==> config.mk <==
export PLATFORM = sky130hd
export DESIGN_NAME = pwb_queue
export DESIGN_NICKNAME = d
export VERILOG_FILES = /design/src/rtl/core/pwb_pkg.sv /design/src/rtl/core/pwb_queue.sv
export VERILOG_INCLUDE_DIRS = /design/src /design/src/rtl/core
export SDC_FILE = /design/constraint.sdc
export NUM_CORES = 1
export LEC_CHECK = 0
export BUFFER_PORTS_ARGS = -buffer_cell sky130_fd_sc_hd__buf_2
export CAP_MARGIN = 5
export CORE_MARGIN = 2
export CORE_UTILIZATION = 40
export DETAILED_ROUTE_END_ITERATION = 10
export GPL_ROUTABILITY_DRIVEN = 0
export PLACE_DENSITY_LB_ADDON = 0.12
export SYNTH_ARGS = -nofsm -noshare
export SYNTH_HDL_FRONTEND = slang
export SYNTH_SLANG_ARGS = --single-unit
export TNS_END_PERCENT = 10
==> constraint.sdc <==
create_clock -name clock -period 2 [get_ports clock]
set_input_delay 0.1 -clock clock [delete_from_list [all_inputs] [get_ports clock]]
set_output_delay 0.1 -clock clock [all_outputs]
set_load 0.02 [all_outputs]
==> src/rtl/core/perspective_warp_bilinear_assert.svh <==
// Assertion macros shared by the warp block.
`ifndef PERSPECTIVE_WARP_BILINEAR_ASSERT_SVH
`define PERSPECTIVE_WARP_BILINEAR_ASSERT_SVH
`ifndef SYNTHESIS
// Property must hold at every clock edge outside reset.
`define PWB_ASSERT(lbl, clk, rst, prop, msg) \
   lbl: assert property (@(posedge clk) disable iff (rst) prop) else $error(msg);
// Condition must never be true at a clock edge outside reset.
`define PWB_NEVER(lbl, clk, rst, cond, msg) \
   lbl: assert property (@(posedge clk) disable iff (rst) !(cond)) else $error(msg);
`else
`define PWB_ASSERT(lbl, clk, rst, prop, msg)
`define PWB_NEVER(lbl, clk, rst, cond, msg)
`endif
`endif

==> src/rtl/core/pwb_pkg.sv <==
package pwb_pkg;

   localparam int COEF_W     = 32;
   localparam int POS_W      = 6;
   localparam int CHAN_W     = 8;
   localparam int PIX_W      = 3 * CHAN_W;
   localparam int FRAME_W    = 7;
   localparam int PROD_W     = COEF_W + POS_W + 1;
   localparam int GEO_W      = PROD_W + 2;
   localparam int DIV_W      = GEO_W - 1;
   localparam int CSR_IDX_W  = 3;
   localparam int CSR_DATA_W = 64;
   localparam int NUM_COEF   = 9;
   localparam int Q_DEPTH    = 4;

   localparam int DEF_MAX_WIDTH       = 64;
   localparam int DEF_MAX_HEIGHT      = 64;
   localparam int DEF_RECIP_FRAC_BITS = 16;

   localparam logic [CSR_DATA_W-1:0] RST_COEF_A    = 64'h0000_0001_0000_0000;
   localparam logic [CSR_DATA_W-1:0] RST_COEF_B    = 64'h0;
   localparam logic [CSR_DATA_W-1:0] RST_COEF_C    = 64'h1;
   localparam logic [CSR_DATA_W-1:0] RST_COEF_D    = 64'h0;
   localparam logic [COEF_W-1:0]     RST_COEF_LAST = 32'h1;
   localparam logic [FRAME_W-1:0]    RST_FRAME     = 7'd64;

   localparam logic KIND_LOAD    = 1'b0;
   localparam logic KIND_COMPUTE = 1'b1;

   typedef enum logic [CSR_IDX_W-1:0] {
      REG_COEF_A    = 3'd0,
      REG_COEF_B    = 3'd1,
      REG_COEF_C    = 3'd2,
      REG_COEF_D    = 3'd3,
      REG_COEF_LAST = 3'd4,
      REG_FRAME_W   = 3'd5,
      REG_FRAME_H   = 3'd6
   } pwb_reg_type;

   // Per-entry control carried from front to back.
   typedef struct packed {
      logic kind;   // load or compute
      logic ok;     // all four neighbors inside the frame
      logic we;     // load lands inside the store
   } pwb_flags_type;

   // Signed coefficient times unsigned pixel position, full width.
   function automatic logic signed [PROD_W-1:0] mul_cp(logic signed [COEF_W-1:0] m,
                                                       logic [POS_W-1:0] p);
      logic signed [PROD_W-1:0] me;
      logic signed [PROD_W-1:0] pe;
      me = PROD_W'(m);
      pe = $signed({{(PROD_W - POS_W){1'b0}}, p});
      return me * pe;
   endfunction

endpackage

==> src/rtl/core/pwb_queue.sv <==
module pwb_queue import pwb_pkg::*; #(
   parameter int WIDTH = 8
) (
   input  logic             clock,
   input  logic             reset,
   input  logic             push,
   input  logic [WIDTH-1:0] push_data,
   output logic             full,
   input  logic             pop,
   output logic [WIDTH-1:0] pop_data,
   output logic             empty
);

   localparam int PW = $clog2(Q_DEPTH);

   logic [WIDTH-1:0] slot_ff [Q_DEPTH];
   logic [PW-1:0]    wr_ptr_ff, rd_ptr_ff;
   logic [PW:0]      count_ff;

   always_ff @(posedge clock) begin
      if (reset) begin
         wr_ptr_ff <= '0;
         rd_ptr_ff <= '0;
         count_ff  <= '0;
      end else begin
         if (push) begin
            wr_ptr_ff <= wr_ptr_ff + 1'b1;
         end
         if (pop) begin
            rd_ptr_ff <= rd_ptr_ff + 1'b1;
         end
         if (push && !pop) begin
            count_ff <= count_ff + 1'b1;
         end else if (pop && !push) begin
            count_ff <= count_ff - 1'b1;
         end
      end
   end

   always_ff @(posedge clock) begin
      if (push) begin
         slot_ff[wr_ptr_ff] <= push_data;
      end
   end

   assign pop_data = slot_ff[rd_ptr_ff];
   assign full     = (count_ff == (PW+1)'(Q_DEPTH));
   assign empty    = (count_ff == '0);

`include "perspective_warp_bilinear_assert.svh"
   `PWB_NEVER(a_push_full, clock, reset, push && full, "push into full queue")
   `PWB_NEVER(a_pop_empty, clock, reset, pop && empty, "pop from empty queue")

endmodule

==> reports/results.ini, run 1 <==
[setup_path]
reg2reg_depth=4
crit_path_end_kind=output pin
crit_path_start_kind=flip-flop
r2r_slack_ns=0.53
timing.rr.start=count_ff[0]
cp_data_required_time_ns=1.90
path_class=flip-flop to output pin
rr_endpoint=count_ff[2]
worst-path-max-fanout=8
worst_ep_arrival_time_ns=1.52

[cts]
clk_path_buf_depth=2
cts-root-buf=clkbuf_8
cts.sinks=41
path_clk_slew_ns=0.07
cts_setup_buffers=0
cts-hold-fix-buffers=0
cts_made_buffers=5
ctsResizeCount=0
cts_tree=built
htree_levels=2
clk_latency_ns=0.29

[logic_synthesis]
synth_fp_nets=104
yosysWarningCount=0
synthesis.area_mm2=0.00159
synth-seq-cells=41
ys_top_cells_by_area=edfxtp_1, dfxtp_1, mux4_2
synth_top_area_share=0.606
avgSynthCellArea_um2=18.4
synth.distinct_cells=20
netlist_instances=86
synth_area_leader_cell=edfxtp_1
ys_seq_area_frac=0.719

[global_routing]
track_usage=0.125
grt_max_degree=13
antenna_found_initial=0
grt_pass1_wl_um=3680
grt_pass1_vias=733
overflow=0

[sta]
min_period_ns=1.62
finalHoldViolCount=0
fmax_mhz=617
fin_skew_ns=0.00603
setup_violations=0
rsz0062_at_grt=no
timing.final.crit_share=0.811
slew_viol_final=0
slew_headroom=0.691
worst_slew_pin_slew_ns=0.464
tns_ns=0

[min_path]
whs_path_depth=1
hp-class=input pin to flip-flop
hold_path_end=slot_ff[0][1]
worstHoldStart=push_data[1]

[placed_design]
numPortBuffers=21

[route]
post_drt_wl_per_cell_um=14.9
drc_errors=0
num_vias=766
viasPerCell=4.76
ant_nets=0
first_pass_iters=4
drt_iter0_markers=18
drt-total-wl_um=2400

[power]
pwr_density_cell_mw_per_mm2=1010
peakVddDrop_mv=0.517
leakage_uw=0.000676

[cells_and_area]
utilization=0.493
diodes=0
finalNetCount=130
area_delta_synth_final_pct=16.3
drive_above_1_share=0.319
fillers=337

[run_status]
status=completed

[die]
die_width_um=67.0
die_h_um=67.0
die_area_mm2=0.00449
row_count=22
fp.coreArea_mm2=0.00374
initial_core_util=0.424
io_pins=22

[flow_run]
drv_cap=0

per-stage QoR:
stage                     power [uW]  area [um2]  hold WS (ns)  cells  setup WS (ns)
after floorplan                 1190        1590         0.199     86          0.589
after global placement          1260        1740         0.312    153          0.483
after detailed placement        1260        1740         0.325    153          0.432
after CTS                       1890        1850        0.0193    161          0.354
after global routing            1950        1850        0.0139    161          0.311
final                           1870        1850        0.0205    161          0.378
how the worst max path moves through the flow:
stage                  endpoint  cells after the start         from
detailed placement  count_ff[2]                      7         push
global placement    count_ff[2]                      7         push
global route        pop_data[6]                      3    flip-flop
finish              pop_data[6]                      3    flip-flop
CTS                 pop_data[6]                      3    flip-flop
floorplan           count_ff[2]                      4  count_ff[0]
layout make-up:
class | instances | area (um2) | share of cell area
Inverter | 4 | 15.0 | 0.00814
Clock inverter | 2 | 33.8 | 0.0183
Tap cell | 48 | 60.1 | 0.0325
Timing Repair Buffer | 22 | 113 | 0.0610
Multi-Input combinational cell | 38 | 410 | 0.222
Clock buffer | 6 | 72.6 | 0.0393
Sequential cell | 41 | 1140 | 0.618
cells in the final DEF (no fill, tap or decap), types with 2 or more instances in the layout:
cell,count
edfxtp_1,32
xnor2_1,2
and2_1,4
mux4_2,8
mux2i_1,2
buf_2,21
nor2_1,7
xor2_1,3
dfxtp_1,9
clkbuf_8,5
ha_1,5
inv_1,4
logic make-up after synthesis:
kind of cell	synth area share
AOI/OAI and AO/OA	0.00630
muxes	0.126
xor gates and xnor gates	0.0276
and+or+nand+nor	0.0465
buffers and inverters	0.0221
adders and majority gates	0.0521
DFF	0.719
metal layers:
layer  track usage  share of wire
met5             0              0
met4        0.0612          0.018
met3        0.0608          0.050
met2         0.190           0.47
met1         0.147           0.47
power by group:
part           total, uW  internal (uW)  switching, uW
clock                631            368            263
sequential          1000            973           31.7
combinational        236            106            130
sequential cells by signal, summed over array words and instances, names as in the netlist, named ones only:
name	cells
slot_ff	32
rd_ptr_ff	2
wr_ptr_ff	2
count_ff	3
synthesized netlist by cell type:
master and number:
nor3b_1 1, nor2_1 7, inv_1 4, nor3_1 1, clkbuf_1 1, fa_1 1
clkbuf_2 1, o21ai_0 1, xor2_1 3, xnor2_1 2, or3_1 1, ha_1 5
mux4_2 8, and2_1 4, dfxtp_1 9, buf_6 1, edfxtp_1 32, nand2_1 1
a21oi_1 1, mux2i_1 2
critical path, stage by stage, from the launching register on:
cell and delay [ns]:
dfxtp_1 0.32, buf_4 0.21, mux4_2 0.53, buf_2 0.18
Power figures use the tool's default switching activity.
==> run 2: changes to the inputs <==
==> constraint.sdc (replaced) <==
create_clock -name clock -period 1.4 [get_ports clock]
set_input_delay 0.07 -clock clock [delete_from_list [all_inputs] [get_ports clock]]
set_output_delay 0.07 -clock clock [all_outputs]
set_load 0.02 [all_outputs]
==> run 2 against run 1 <==
Net effect: the flow now finishes with violations (setup timing); utilization increased by 5.7 points; clock skew decreased by 0.0022 ns; wire length increased by 2.2%; critical path depth unchanged; combinational power increased by 92%; clock power increased by 42%; design area increased by 12%; total power increased by 48%; worst hold slack got worse by 0.012 ns; clock-buffer cell count unchanged; global-route usage increased by 0.72 points; critical path type unchanged; critical endpoint is now pop_data[5]; largest cell class unchanged; highest routed layer unchanged.
==> reports/results.ini, run 2 (synthesized netlist as in run 1, its figures left out) <==
[route]
first_pass_iters=4  ; unchanged
viasPerCell=4.64  ; was 4.76
num_vias=812  ; was 766
drt-total-wl_um=2460  ; was 2400 um
post_drt_wl_per_cell_um=14.0  ; was 14.9 um
drc_errors=0  ; unchanged
drt_iter0_markers=47  ; was 18
ant_nets=0  ; unchanged

[setup_path]
worst-path-max-fanout=4  ; was 8
crit_top_cell=buf_6
cpPeakStageDelay_ns=0.51  ; was 0.53 ns
worst_ep_arrival_time_ns=1.41  ; was 1.52 ns
crit_path_end_kind=output pin  ; unchanged
crit_path_start_kind=flip-flop  ; unchanged
timing.rr.start=count_ff[0]  ; unchanged
path_class=flip-flop to output pin  ; unchanged
crit_path_top_delay_cell=mux4_2  ; unchanged
crit_chain=buf_6, mux4_2, buf_6  ; was buf_4, mux4_2, buf_2
cp_data_required_time_ns=1.33  ; was 1.90 ns

[cts]
path_clk_slew_ns=0.07  ; about the same
cts_setup_buffers=0  ; unchanged
cts-root-buf=clkbuf_8  ; unchanged
cts_tree=built  ; unchanged
cts_made_buffers=5  ; unchanged
clk_latency_ns=0.28  ; was 0.29 ns
cts.sinks=41  ; unchanged
htree_levels=2  ; unchanged
clk_path_buf_depth=2  ; unchanged

[cells_and_area]
drive_above_1_share=0.402  ; was 0.319
largest_reg_flops=32  ; unchanged
largestRegisters=slot_ff (32), count_ff (3)  ; unchanged
top_register=slot_ff  ; unchanged
fillers=336  ; was 337
utilization=0.550  ; was 0.493
fin_area_mm2=0.00206  ; was 0.00185 mm2
finalNetCount=144  ; was 130
final_common_cell=edfxtp_1  ; unchanged
area_delta_synth_final_pct=29.8  ; was 16.3%
diodes=0  ; unchanged
mostFrequentLayoutCells=edfxtp_1, buf_2, mux4_2  ; was edfxtp_1, buf_2, dfxtp_1

[die]
die_h_um=67.0  ; unchanged
initial_core_util=0.424  ; unchanged
fp.coreArea_mm2=0.00374  ; unchanged
io_pins=22  ; unchanged
die_width_um=67.0  ; unchanged
row_count=22  ; unchanged
die_area_mm2=0.00449  ; unchanged

[global_routing]
grt_pass1_vias=847  ; was 733
overflow=0  ; unchanged
grt_pass1_wl_um=4090  ; was 3680 um
antenna_found_initial=0  ; unchanged
grt_max_degree=13  ; unchanged
track_usage=0.132  ; was 0.125

[power]
peakVddDrop_mv=0.649  ; was 0.517 mV
finalPower_uw=2780  ; was 1870 uW
leakage_uw=0.000770  ; was 0.000676 uW
pwr_density_cell_mw_per_mm2=1350  ; was 1010 mW/mm2

[sta]
setup_violations=8  ; was 0
fin_skew_ns=0.00388  ; was 0.00603 ns
tns_ns=-0.596  ; was 0 ns
slew_viol_final=0  ; unchanged
worst_slew_pin_slew_ns=0.224  ; was 0.464 ns
fmax_mhz=674
slew_headroom=0.849  ; was 0.691
fin_ws_ns=-0.0835  ; was 0.378 ns
finalHoldViolCount=0  ; unchanged
fin_hold_ws_ns=0.00901  ; was 0.0205 ns
rsz0062_at_grt=yes  ; was no
timing.final.crit_share=1.06
min_period_ns=1.48

[run_status]
violations=setup timing
status=complete, but fails checks  ; was completed

[placed_design]
dp_hpwl_um=1690
place_area_mm2=0.00187  ; was 0.00174 mm2
numPortBuffers=21  ; unchanged

[min_path]
hp-class=input pin to flip-flop  ; unchanged
worstHoldStart=push_data[6]  ; was push_data[1]

[flow_run]
drv_cap=0  ; unchanged

==> run 2: changes by cell type in the layout (fill, tap and decap cells not counted), sizes merged <==
cell         delta
buf            +10
dlygate4sd3     +4
==> run 2: worst max-delay path, delay by kind of cell, from the launching register on <==
family	cells	cell delay (ns)
buffers and inverters	2	0.28
flip-flops	1	0.35
multiplexers	1	0.51
==> run 2: area by class of cell <==
type	count	area [um2]	area share
clock buffers	6	72.6	0.0352
well taps	48	60.1	0.0292
multi-input cells	38	417	0.202
clock inverters	2	33.8	0.0164
repair buffers	36	317	0.154
flip-flops and latches	41	1140	0.556
inverters	4	15.0	0.00729
==> run 2: metrics by stage <==
step                worst slack [ns]  instances
floorplan                     0.0347         86
global placement            -0.00229        163
detailed placement           -0.0566        163
CTS                           -0.105        175
global route                  -0.134        175
finish                       -0.0835        175
==> run 2: worst paths after layout <==
check | end | slack [ns] | depth (start not counted)
max | pop_data[5] | -0.08 | 3
min reg2reg | rd_ptr_ff[1] | 0.54 | 2
min | slot_ff[0][6] | 0.009 | 1
max reg2reg | count_ff[2] | 0.02 | 4
==> run 2: where the power goes <==
part | internal (uW) | switching, uW
combinational | 235 | 218
clock | 526 | 368
sequential | 1390 | 37.6
total | 2150 | 624
==> run 2: per-layer routing <==
metal | up-vias | share of wire | track usage
met5 | - | 0 | 0
met2 | 15 | 0.51 | 0.216
met3 | 2 | 0.038 | 0.0574
met4 | 0 | 0.0069 | 0.0459
li1 | 396 | - | -
met1 | 399 | 0.44 | 0.155
==> run 2: timing repair <==
action	CTS	global route
resized for setup	6	10
hold endpoints to repair	16	0
pin swaps	0	1
hold buffers	4	0
endpoints found under the setup margin	9	9
==> run 3: changes to the inputs <==
--- a/config.mk
+++ b/config.mk
@@ -7,7 +7,6 @@
 export NUM_CORES = 1
 export LEC_CHECK = 0
 export BUFFER_PORTS_ARGS = -buffer_cell sky130_fd_sc_hd__buf_2
-export CAP_MARGIN = 5
 export CORE_MARGIN = 2
 export CORE_UTILIZATION = 40
 export DETAILED_ROUTE_END_ITERATION = 10
==> constraint.sdc (replaced) <==
create_clock -name clock -period 1.7 [get_ports clock]
set_input_delay 0.085 -clock clock [delete_from_list [all_inputs] [get_ports clock]]
set_output_delay 0.085 -clock clock [all_outputs]
set_load 0.02 [all_outputs]
==> run 3 against run 2 <==
Net effect: the run now ends clean; cell count down 8.0%; sequential power down 17%; sequential share of layout area up 7.1 points; register-to-register slack better by 0.22 ns; non-clock buffer count down 14; worst setup slack better by 0.21 ns; critical path depth unchanged; design area down 12%; first-iteration DRC count down 51%; wire length down 3.2%; via count down 6.9%; highest routed layer unchanged.
==> reports/results.ini, run 3 (synthesized netlist as in run 1, its figures left out) <==
[route]
drt_iter0_markers=23  ; was 47
num_vias=756  ; was 812
drt-total-wl_um=2380  ; was 2460 um
ant_nets=0  ; unchanged
post_drt_wl_per_cell_um=14.8  ; was 14.0 um
first_pass_iters=4  ; unchanged
drc_errors=0  ; unchanged
viasPerCell=4.70  ; was 4.64

[die]
io_pins=22  ; unchanged
die_area_mm2=0.00449  ; unchanged
die_h_um=67.0  ; unchanged
row_count=22  ; unchanged
initial_core_util=0.424  ; unchanged
die_width_um=67.0  ; unchanged
fp.coreArea_mm2=0.00374  ; unchanged

[cells_and_area]
diodes=0  ; unchanged
fillers=342  ; was 336
fin_area_mm2=0.00182  ; was 0.00206 mm2
mostFrequentLayoutCells=edfxtp_1, buf_2, dfxtp_1  ; was edfxtp_1, buf_2, mux4_2
top_register=slot_ff  ; unchanged
drive_above_1_share=0.310  ; was 0.402
largest_reg_flops=32  ; unchanged
finalNetCount=130  ; was 144
largestRegisters=slot_ff (32), count_ff (3)  ; unchanged
final_common_cell=edfxtp_1  ; unchanged
area_delta_synth_final_pct=14.7  ; was 29.8%

[sta]
slew_headroom=0.673  ; was 0.849
tns_ns=0  ; was -0.596 ns
slew_viol_final=0  ; unchanged
timing.final.crit_share=0.927
fmax_mhz=635
fin_hold_ws_ns=0.0145  ; was 0.00901 ns
fin_skew_ns=0.00254  ; was 0.00388 ns
min_period_ns=1.58
setup_violations=0  ; was 8
rsz0062_at_grt=no  ; was yes
fin_ws_ns=0.124  ; was -0.0835 ns
worst_slew_pin_slew_ns=0.490  ; was 0.224 ns
finalHoldViolCount=0  ; unchanged

[placed_design]
place_area_mm2=0.00174  ; was 0.00187 mm2
dp_hpwl_um=1600  ; was 1690 um
post-place-ws_ns=0.139  ; was -0.0566 ns
numPortBuffers=21  ; unchanged

[global_routing]
track_usage=0.128  ; was 0.132
grt_pass1_wl_um=3800  ; was 4090 um
grt_max_degree=12  ; was 13
antenna_found_initial=0  ; unchanged
overflow=0  ; unchanged
grt_pass1_vias=782  ; was 847

[cts]
cts.sinks=41  ; unchanged
cts-root-buf=clkbuf_8  ; unchanged
cts-hold-fix-buffers=0  ; was 4
htree_levels=2  ; unchanged
cts_setup_buffers=0  ; unchanged
cts_made_buffers=5  ; unchanged
clk_latency_ns=0.28  ; about the same
ctsResizeCount=0  ; was 6
clk_path_buf_depth=2  ; unchanged
cts_tree=built  ; unchanged
path_clk_slew_ns=0.07  ; about the same

[setup_path]
worst_ep_arrival_time_ns=1.49  ; was 1.41 ns
worst-path-max-fanout=8  ; was 4
crit_path_end_kind=output pin  ; unchanged
crit_path_start_kind=flip-flop  ; unchanged
cp_data_required_time_ns=1.62  ; was 1.33 ns
path_class=flip-flop to output pin  ; unchanged

[power]
finalPower_uw=2040  ; was 2780 uW
leakage_uw=0.000663  ; was 0.000770 uW
peakVddDrop_mv=0.553  ; was 0.649 mV
pwr_density_cell_mw_per_mm2=1120  ; was 1350 mW/mm2

[flow_run]
drv_cap=0  ; unchanged

[run_status]
status=completed  ; was complete, but fails checks

[min_path]
hp-class=input pin to flip-flop  ; unchanged

run 3: area by class of cell:
type | count | area, um2 | share of cell area
inverters | 4 | 15.0 | 0.00825
flip-flops and latches | 41 | 1140 | 0.627
repair buffers | 22 | 113 | 0.0619
clock buffers | 8 | 80.1 | 0.0440
well taps | 48 | 60.1 | 0.0330
multi-input cells | 38 | 410 | 0.226
run 3: power breakdown:
group | leakage (uW) | total (uW) | switching [uW] | internal (uW)
Sequential | 0.000368 | 1180 | 37.4 | 1140
Clock | 0.0000395 | 577 | 286 | 291
Combinational | 0.000255 | 280 | 155 | 125
run 3: worst paths after layout:
| check | start | to | slack (ns) | cells past startpoint |
|---|---|---|---|---|
| max | flip-flop | pop_data[2] | 0.12 | 3 |
| min | push_data[3] | slot_ff[3][3] | 0.01 | 1 |
| max reg2reg | count_ff[0] | count_ff[2] | 0.24 | 4 |
| min reg2reg | count_ff[2] | count_ff[2] | 0.51 | 2 |
run 3: worst max-delay path, cell delays in order (launching register included):
cell and delay (ns):
dfxtp_1 0.31, buf_4 0.20, mux4_2 0.52, buf_2 0.17
run 3: metal layers:
metal  global-route usage  share of wire  up-vias
met1                0.152           0.46      364
met2                0.203           0.47       18
met5                    0              0        -
met4               0.0689          0.023        0
li1                     -              -      368
met3               0.0456          0.050        6
run 3: stage by stage:
step,util,instances
floorplan,-,86
global placement,0.465,153
detailed placement,0.465,153
CTS,0.486,161
global route,0.486,161
finish,0.486,161
